==> config.mk <==
export PLATFORM = sky130hd
export DESIGN_NAME = preemptive_priority_task_scheduler_flat
export DESIGN_NICKNAME = d
export VERILOG_FILES = /design/src/ppts_pkg.sv /design/src/ppts_if.sv /design/src/preemptive_priority_task_scheduler.sv /design/src/ppts_table.sv /design/src/flat_wrapper.sv
export SDC_FILE = /design/constraint.sdc
export NUM_CORES = 2
export LEC_CHECK = 0
export ABC_AREA = 1
export BUFFER_PORTS_ARGS = -buffer_cell sky130_fd_sc_hd__buf_2
export CAP_MARGIN = 15
export CORE_AREA = 10 10 350 352
export CTS_BUF_LIST = sky130_fd_sc_hd__clkbuf_16
export DETAILED_ROUTE_END_ITERATION = 10
export DIE_AREA = 0 0 360 362
export GPL_ROUTABILITY_DRIVEN = 0
export PLACE_DENSITY = 0.7
export RECOVER_POWER = 100
export SLEW_MARGIN = 0
export SYNTH_ARGS = -nofsm -noshare
export SYNTH_HDL_FRONTEND = slang
export SYNTH_SLANG_ARGS = --single-unit
==> constraint.sdc <==
create_clock -name clk_i -period 8.1 [get_ports clk_i]
set_input_delay 1.62 -clock clk_i [delete_from_list [all_inputs] [get_ports clk_i]]
set_output_delay 1.62 -clock clk_i [all_outputs]
set_load 0.01 [all_outputs]
==> src/ppts_pkg.sv <==
// Package: task table sizes, item and entry types, sequencer states.
`timescale 1ns / 1ps
package ppts_pkg;

  localparam int unsigned TASK_SLOTS = 16;
  localparam int unsigned SLOT_W     = (TASK_SLOTS > 1) ? $clog2(TASK_SLOTS) : 1;
  localparam int unsigned CNT_W      = $clog2(TASK_SLOTS + 1);
  localparam logic [15:0] TIME_MAX   = 16'hFFFF;

  typedef enum logic {
    CMD_ADD  = 1'b0,
    CMD_TICK = 1'b1
  } cmd_e;

  typedef enum logic {
    ST_OK   = 1'b0,
    ST_FULL = 1'b1
  } status_e;

  typedef enum logic [2:0] {
    S_IDLE,
    S_ADD,
    S_SCAN,
    S_DRAIN,
    S_TICK
  } state_e;

  typedef struct packed {
    logic        command;
    logic [15:0] new_id;
    logic [7:0]  new_priority;
    logic [15:0] new_arrival;
    logic [15:0] new_burst;
  } cmd_t;

  typedef struct packed {
    logic        status;
    logic        ran;
    logic [15:0] running_id;
    logic        switched;
    logic        finished;
    logic [15:0] turnaround;
    logic [15:0] waiting;
    logic        all_done;
    logic [15:0] time_now;
  } res_t;

  typedef struct packed {
    logic [15:0] id;
    logic [7:0]  prio;
    logic [15:0] arrival;
    logic [15:0] burst;
    logic [15:0] remaining;
  } entry_t;

  // write request into the task table
  typedef struct packed {
    logic              en;
    logic              add;
    logic [SLOT_W-1:0] idx;
    entry_t            entry;
  } tbl_wr_t;

endpackage

==> src/ppts_if.sv <==
// Interfaces: command channel and result channel.
`timescale 1ns / 1ps
interface ppts_cmd_if;
  logic             valid;
  logic             ready;
  ppts_pkg::cmd_t   data;
  modport source (output valid, output data, input ready);
  modport sink   (input valid, input data, output ready);
endinterface

interface ppts_res_if;
  logic             valid;
  logic             ready;
  ppts_pkg::res_t   data;
  modport source (output valid, output data, input ready);
  modport sink   (input valid, input data, output ready);
endinterface

==> src/preemptive_priority_task_scheduler.sv <==
// Top level: preemptive priority task scheduler with a sequential slot scan.
`timescale 1ns / 1ps
// An add item stores a task in the next unused slot (slots fill in order and
// are never reused); its result is registered in S_ADD once the output
// register is free. A tick item scans every slot through the table's single
// read port, one slot per cycle, with one shared priority compare, then goes
// through S_DRAIN and S_TICK, where its result is registered. One item is
// worked on at a time; a new item is accepted while the previous result still
// waits in the output register, but its result waits for that register.
module preemptive_priority_task_scheduler (
  input  logic       clk_i,
  input  logic       rst_ni,
  ppts_cmd_if.sink   cmd_i,
  ppts_res_if.source res_o
);

  localparam logic [ppts_pkg::SLOT_W-1:0] LAST_SLOT =
    ppts_pkg::SLOT_W'(ppts_pkg::TASK_SLOTS - 1);

  ppts_pkg::state_e               state_q, state_d;
  ppts_pkg::cmd_t                 cmd_q;
  logic [15:0]                    clock_q, clock_d;
  logic [ppts_pkg::SLOT_W-1:0]    last_slot_q, last_slot_d;
  logic                           last_valid_q, last_valid_d;
  logic [ppts_pkg::SLOT_W-1:0]    scan_q, scan_d;
  logic                           rd_valid_q, rd_valid_d;
  logic [ppts_pkg::SLOT_W-1:0]    rd_idx_q;
  logic                           found_q, found_d;
  logic [ppts_pkg::SLOT_W-1:0]    best_idx_q, best_idx_d;
  ppts_pkg::entry_t               best_q, best_d;
  logic                           out_valid_q, out_valid_d;
  ppts_pkg::res_t                 out_q, out_d;

  ppts_pkg::tbl_wr_t               tbl_wr;
  ppts_pkg::entry_t                rdata;
  logic [ppts_pkg::TASK_SLOTS-1:0] busy;
  logic [ppts_pkg::CNT_W-1:0]      fill;
  logic [ppts_pkg::TASK_SLOTS-1:0] busy_after;

  logic        in_fire;
  logic        out_free;
  logic        table_full;
  logic        eligible;
  logic        take;
  logic [15:0] clock_inc;
  logic [15:0] rem_new;
  logic        fin;
  logic [15:0] tat;
  logic [15:0] wt;

  ppts_table u_table (
    .clk_i   (clk_i),
    .rst_ni  (rst_ni),
    .wr_i    (tbl_wr),
    .raddr_i (scan_q),
    .rdata_o (rdata),
    .busy_o  (busy),
    .fill_o  (fill)
  );

  assign cmd_i.ready = (state_q == ppts_pkg::S_IDLE);
  assign in_fire     = cmd_i.valid && cmd_i.ready;
  assign out_free    = !out_valid_q || res_o.ready;
  assign res_o.valid = out_valid_q;
  assign res_o.data  = out_q;
  assign table_full  = (fill == ppts_pkg::CNT_W'(ppts_pkg::TASK_SLOTS));

  // shared compare: one slot per cycle against the best so far
  assign eligible = rd_valid_q && busy[rd_idx_q] && (rdata.arrival <= clock_q);
  assign take     = eligible && (!found_q || (rdata.prio < best_q.prio));

  assign clock_inc = (clock_q == ppts_pkg::TIME_MAX) ? clock_q : clock_q + 16'd1;
  assign rem_new   = best_q.remaining - 16'd1;
  assign fin       = found_q && (rem_new == 16'd0);
  assign tat       = clock_inc - best_q.arrival;
  assign wt        = (tat >= best_q.burst) ? (tat - best_q.burst) : 16'd0;

  always_comb begin
    state_d      = state_q;
    clock_d      = clock_q;
    last_slot_d  = last_slot_q;
    last_valid_d = last_valid_q;
    scan_d       = scan_q;
    rd_valid_d   = 1'b0;
    found_d      = found_q;
    best_idx_d   = best_idx_q;
    best_d       = best_q;
    out_valid_d  = out_valid_q && !res_o.ready;
    out_d        = out_q;
    busy_after   = busy;
    tbl_wr       = '0;

    if (take) begin
      found_d    = 1'b1;
      best_idx_d = rd_idx_q;
      best_d     = rdata;
    end

    case (state_q)
      ppts_pkg::S_IDLE: begin
        if (in_fire) begin
          scan_d  = '0;
          found_d = 1'b0;
          state_d = (cmd_i.data.command == ppts_pkg::CMD_TICK) ?
                    ppts_pkg::S_SCAN : ppts_pkg::S_ADD;
        end
      end
      ppts_pkg::S_ADD: begin
        if (out_free) begin
          if (!table_full) begin
            tbl_wr.en              = 1'b1;
            tbl_wr.add             = 1'b1;
            tbl_wr.idx             = fill[ppts_pkg::SLOT_W-1:0];
            tbl_wr.entry.id        = cmd_q.new_id;
            tbl_wr.entry.prio      = cmd_q.new_priority;
            tbl_wr.entry.arrival   = cmd_q.new_arrival;
            tbl_wr.entry.burst     = cmd_q.new_burst;
            tbl_wr.entry.remaining = cmd_q.new_burst;
            busy_after[fill[ppts_pkg::SLOT_W-1:0]] = (cmd_q.new_burst != 16'd0);
          end
          out_d          = '0;
          out_d.status   = table_full ? ppts_pkg::ST_FULL : ppts_pkg::ST_OK;
          out_d.all_done = ~|busy_after;
          out_d.time_now = clock_q;
          out_valid_d    = 1'b1;
          state_d        = ppts_pkg::S_IDLE;
        end
      end
      ppts_pkg::S_SCAN: begin
        rd_valid_d = 1'b1;
        scan_d     = scan_q + ppts_pkg::SLOT_W'(1);
        if (scan_q == LAST_SLOT) begin
          state_d = ppts_pkg::S_DRAIN;
        end
      end
      ppts_pkg::S_DRAIN: begin
        // compare of the last slot happens this cycle
        state_d = ppts_pkg::S_TICK;
      end
      ppts_pkg::S_TICK: begin
        if (out_free) begin
          clock_d = clock_inc;
          out_d   = '0;
          if (found_q) begin
            tbl_wr.en              = 1'b1;
            tbl_wr.idx             = best_idx_q;
            tbl_wr.entry           = best_q;
            tbl_wr.entry.remaining = rem_new;
            if (fin) begin
              busy_after[best_idx_q] = 1'b0;
            end
            out_d.ran        = 1'b1;
            out_d.running_id = best_q.id;
            out_d.switched   = !last_valid_q || (last_slot_q != best_idx_q);
            out_d.finished   = fin;
            out_d.turnaround = fin ? tat : 16'd0;
            out_d.waiting    = fin ? wt : 16'd0;
            last_slot_d      = best_idx_q;
            last_valid_d     = 1'b1;
          end
          out_d.status   = ppts_pkg::ST_OK;
          out_d.all_done = ~|busy_after;
          out_d.time_now = clock_inc;
          out_valid_d    = 1'b1;
          state_d        = ppts_pkg::S_IDLE;
        end
      end
      default: begin
        state_d = ppts_pkg::S_IDLE;
      end
    endcase
  end

  always_ff @(posedge clk_i or negedge rst_ni) begin
    if (!rst_ni) begin
      state_q      <= ppts_pkg::S_IDLE;
      clock_q      <= '0;
      last_slot_q  <= '0;
      last_valid_q <= 1'b0;
      scan_q       <= '0;
      rd_valid_q   <= 1'b0;
      found_q      <= 1'b0;
      out_valid_q  <= 1'b0;
    end else begin
      state_q      <= state_d;
      clock_q      <= clock_d;
      last_slot_q  <= last_slot_d;
      last_valid_q <= last_valid_d;
      scan_q       <= scan_d;
      rd_valid_q   <= rd_valid_d;
      found_q      <= found_d;
      out_valid_q  <= out_valid_d;
    end
  end

  // payload registers
  always_ff @(posedge clk_i) begin
    if (in_fire) begin
      cmd_q <= cmd_i.data;
    end
    rd_idx_q   <= scan_q;
    best_idx_q <= best_idx_d;
    best_q     <= best_d;
    out_q      <= out_d;
  end

endmodule

==> src/ppts_table.sv <==
// Task table: entry memory with registered read, busy flags and fill count.
`timescale 1ns / 1ps
module ppts_table (
  input  logic                            clk_i,
  input  logic                            rst_ni,
  input  ppts_pkg::tbl_wr_t               wr_i,
  input  logic [ppts_pkg::SLOT_W-1:0]     raddr_i,
  output ppts_pkg::entry_t                rdata_o,
  output logic [ppts_pkg::TASK_SLOTS-1:0] busy_o,
  output logic [ppts_pkg::CNT_W-1:0]      fill_o
);

  ppts_pkg::entry_t                mem_q [ppts_pkg::TASK_SLOTS];
  ppts_pkg::entry_t                rdata_q;
  logic [ppts_pkg::TASK_SLOTS-1:0] busy_q;
  logic [ppts_pkg::CNT_W-1:0]      fill_q;

  always_ff @(posedge clk_i) begin
    if (wr_i.en) begin
      mem_q[wr_i.idx] <= wr_i.entry;
    end
    rdata_q <= mem_q[raddr_i];
  end

  // slots fill in order and are never freed, so used == below fill count;
  // busy marks used slots with work left
  always_ff @(posedge clk_i or negedge rst_ni) begin
    if (!rst_ni) begin
      busy_q <= '0;
      fill_q <= '0;
    end else if (wr_i.en) begin
      busy_q[wr_i.idx] <= (wr_i.entry.remaining != 16'd0);
      if (wr_i.add) begin
        fill_q <= fill_q + ppts_pkg::CNT_W'(1);
      end
    end
  end

  assign rdata_o = rdata_q;
  assign busy_o  = busy_q;
  assign fill_o  = fill_q;

endmodule

==> src/flat_wrapper.sv <==
// flat-port wrapper written by rule: the top's interface ports become plain ports
module preemptive_priority_task_scheduler_flat 
  (clk_i, rst_ni, cmd_i_valid, cmd_i_data, cmd_i_ready, res_o_valid, res_o_data, res_o_ready);
  ppts_cmd_if cmd_i_i ();
  ppts_res_if res_o_i ();
  input  logic clk_i;
  input  logic rst_ni;
  input wire logic [$bits(cmd_i_i.valid)-1:0] cmd_i_valid;
  input wire logic [$bits(cmd_i_i.data)-1:0] cmd_i_data;
  output wire logic [$bits(cmd_i_i.ready)-1:0] cmd_i_ready;
  output wire logic [$bits(res_o_i.valid)-1:0] res_o_valid;
  output wire logic [$bits(res_o_i.data)-1:0] res_o_data;
  input wire logic [$bits(res_o_i.ready)-1:0] res_o_ready;
  assign cmd_i_i.valid = cmd_i_valid;
  assign cmd_i_i.data = cmd_i_data;
  assign cmd_i_ready = cmd_i_i.ready;
  assign res_o_valid = res_o_i.valid;
  assign res_o_data = res_o_i.data;
  assign res_o_i.ready = res_o_ready;
  preemptive_priority_task_scheduler u_core (.clk_i(clk_i), .rst_ni(rst_ni), .cmd_i(cmd_i_i), .res_o(res_o_i));
endmodule
==> reports/metrics.yaml <==
power_and_ir_drop:
  p_switching_mw: 9.08
  seqPwrFrac: 0.438
  peakVddDrop_uv: 300
  finalPower_mw: 25.3
  sw_frac_of_total: 0.359
  comb_power_share: 0.299
  p_per_area_nw_per_um2: 385
  intPower_mw: 16.2
  leakagePower_nw: 23.2
  clkPwrFrac: 0.264
logic_synthesis:
  netlist_area_sq_um: 58600
  syn_nets: 4688
  synthTopCellsByArea: "edfxtp_1 (69%), nand2_1 (4.8%), o21ai_0 (4.3%)"
  yosys.area_share.simple: 0.106
  synth_common_cells: "edfxtp_1 (1353), nand2_1 (750), o21ai_0 (508), nor2_1 (414), a21oi_1 (231)"
  netlist_instances: 4563
  yosys.area.top_type: "edfxtp_1"
  synth_top_family_by_area: "simple AND/OR/NAND/NOR gates"
  synth_flop_cell: "edfxtp_1"
  yosysSeqAreaShare: 0.742
  syn_area_per_cell_sq_um: 12.8
  yosysMostFrequentCell: "edfxtp_1"
  muxShareOfSynthArea: 0
  synth-async-reset-ratio: 0.0351
  synthXorXnorAreaFrac: 0.00549
  synth-seq-cells: 1481
  synth_edf_count: 1353
  synth.distinct_cells: 54
  netlist.area_leader.share: 0.694
  synth_compound_area_frac: 0.102
  synth_adder_area_share: 0.0139
  yosysWarnings: 0
floorplanning:
  row_count: 125
  die_y_um: 362
  start_util: 0.507
  die_x_um: 360
  fp.coreArea_sq_um: 115000
  fp.dieArea_sq_um: 130000
  num_io_pins: 132
hold_path:
  min-delay-path-class: "flip-flop to flip-flop"
  whs_endpoint: "u_core.best_q[24]$_DFFE_PP_"
  min-delay-start: "u_core.u_table.rdata_o[24]$_DFF_P_"
  min_path_cells: 0
clock_network:
  clockBufferDepth: 3
  htreeDepth: 4
  cts_buffers: 149
  hold_buffers: 0
  post_cts.repair.setup_buffers: 0
  clkSinkCount: 1481
  clock_latency_ps: 770
  clock-root-buffer: "clkbuf_16"
  clk_pin_slew_ps: 60
  cts_tree: "built"
  cts_resized: 0
final_layout:
  syn_to_final_growth_pct: 12.1
  design_area_sq_um: 65600
  drive_gt1_frac: 0.0707
  final_net_count: 4835
  fillCellCount: 9075
run:
  cap_violations: 25
global_route:
  antenna_found_initial: 4
  track_usage: 0.232
  grt_max_degree: 195
  grt-ovfl-total: 0
  grt_pass1_wl_um: 231000
  grt_pass1_vias: 36900
worst_setup_path:
  end_kind: "flip-flop"
  worstReg2RegEnd: "u_core.u_table.rdata_o[1]$_DFF_P_"
  crit_path_start_kind: "flip-flop"
  reg2reg_depth: 7
  cp_num_cells: 7
  path_common_cell: "buf_4"
  crit_chain: "clkinvlp_2, nor2_4, buf_4, buf_4, nand3_1, nand4_1, nand2_1"
  crit_slowest_cell: "clkinvlp_2"
  cp.required_ps: 8720
  cp_top_family: "buffers and inverters"
  crit_buf_inv: 3
  cpPeakStageDelay_ps: 2390
  cp.arrival_ps: 7350
  path_class: "flip-flop to flip-flop"
  regToRegStartpoint: "u_core.scan_q[2]$_DFFE_PN0P_"
  r2r_slack_ps: 1370
  worstPathMaxFanout: 40
status:
  outcome: "finished, violations left"
  violations: "capacitance limit, slew limit"
drt:
  viasPerCell: 6.04
  wl_per_cell_um: 24.5
  route.vias.total: 38400
  wirelength_um: 156000
  ant_nets: 0
  dr.pass1.iters: 7
  drt_iter0_markers: 5059
  remaining_drc_errors: 0
timing:
  setup_tns_ps: 0
  max_freq_mhz: 149
  report.final.slew_viol_count: 943
  slew_headroom: -1.98
  worst_pin_slew_ps: 4480
  setup_viol: 0
  hold_slack_ps: 374
  min_period_over_period: 0.830
  hold_viol_final: 0
  rsz0062_at_grt: "no"
  skew_ps: 52.4
  min_period_ps: 6730
placement:
  dp_hpwl_um: 84900
  placed_area_sq_um: 61200
  numPortBuffers: 131
==> layout make-up <==
type	instances	area, sq um	area share
flip-flops and latches	1481	43500	0.662
inverters	218	836	0.0127
diodes	1	2.50	0.0000381
well taps	1524	1910	0.0291
repair buffers	241	1280	0.0195
clock buffers	155	3880	0.0591
multi-input cells	2619	13400	0.204
clock inverters	122	897	0.0137
==> how the worst max path moves through the flow <==
stage | from | slack [ps] | to
floorplan | res_o_ready | 1810 | u_core.u_table.mem_q[0][58]$_DFFE_PP_
global placement | res_o_ready | 2560 | u_core.u_table.mem_q[7][11]$_DFFE_PP_
detailed placement | res_o_ready | 2510 | u_core.u_table.mem_q[7][11]$_DFFE_PP_
CTS | u_core.clock_q[0]$_DFFE_PN0P_ | 2710 | u_core.res_o.data[30]$_SDFFCE_PN0P_
global route | u_core.state_q[0]$_DFFE_PN0P_ | 1160 | u_core.u_table.mem_q[7][3]$_DFFE_PP_
finish | u_core.scan_q[2]$_DFFE_PN0P_ | 1370 | u_core.u_table.rdata_o[1]$_DFF_P_
==> power groups by stage <==
stage	Sequential [mW]	Clock, mW	Combinational [mW]
2_1_floorplan	11.0	0	4.86
3_3_place_gp	11.1	0	7.38
3_5_place_dp	11.1	0	7.53
4_1_cts	11.0	6.71	7.58
5_1_grt	11.2	7.05	8.27
6_report	11.1	6.66	7.54
==> worst reg2reg max path, delay by kind of cell (launching register included) <==
family,cells,cell delay (ps)
buffers and inverters,3,3640
flip-flops,1,1860
AND/OR/NAND/NOR,4,1090
==> per-layer routing <==
metal / GRT usage / wire (um) / up-vias
li1: - / - / 17000
met3: 0.0465 / 15000 / 368
met2: 0.369 / 73100 / 2079
met5: 0 / 43 / -
met1: 0.311 / 61200 / 18900
met4: 0.0968 / 6240 / 4
==> flip-flops by register name (all words and copies together), names as in the netlist, 5 cells and up <==
register                count
u_core.u_table.mem_q     1152
u_core.clock_q             16
u_core.best_q              72
u_core.u_table.busy_o      16
u_core.cmd_q               56
u_core.u_table.rdata_o     72
u_core.u_table.fill_o       5
u_core.res_o.data          69
==> metrics by stage <==
stage,util,worst slack [ps],cells
floorplan,-,1810,4563
global placement,0.530,2560,6066
detailed placement,0.530,2510,6066
CTS,0.572,2710,6343
global route,0.569,1160,6360
finish,0.569,1370,6361
==> logic make-up after synthesis <==
logic type                 Yosys count
adders and majority gates           64
AOI/OAI and AO/OA                 1039
buffers and inverters              463
DFF                               1481
xor gates and xnor gates            35
and+or+nand+nor                   1481
==> layout by cell type, fill, tap and decap left out, types with 79 or more instances in the layout <==
| cell type | netlist | routed |
|---|---|---|
| nand3_1 | 177 | 179 |
| nand4_1 | 78 | 79 |
| nor2_1 | 414 | 404 |
| a21oi_1 | 231 | 231 |
| inv_1 | 203 | 249 |
| a221oi_1 | 83 | 83 |
| edfxtp_1 | 1353 | 1353 |
| clkbuf_16 | 0 | 155 |
| o22ai_1 | 115 | 116 |
| o21ai_0 | 508 | 514 |
| clkbuf_1 | 215 | 143 |
| nand2_1 | 750 | 751 |
Power figures use the tool's default switching activity.
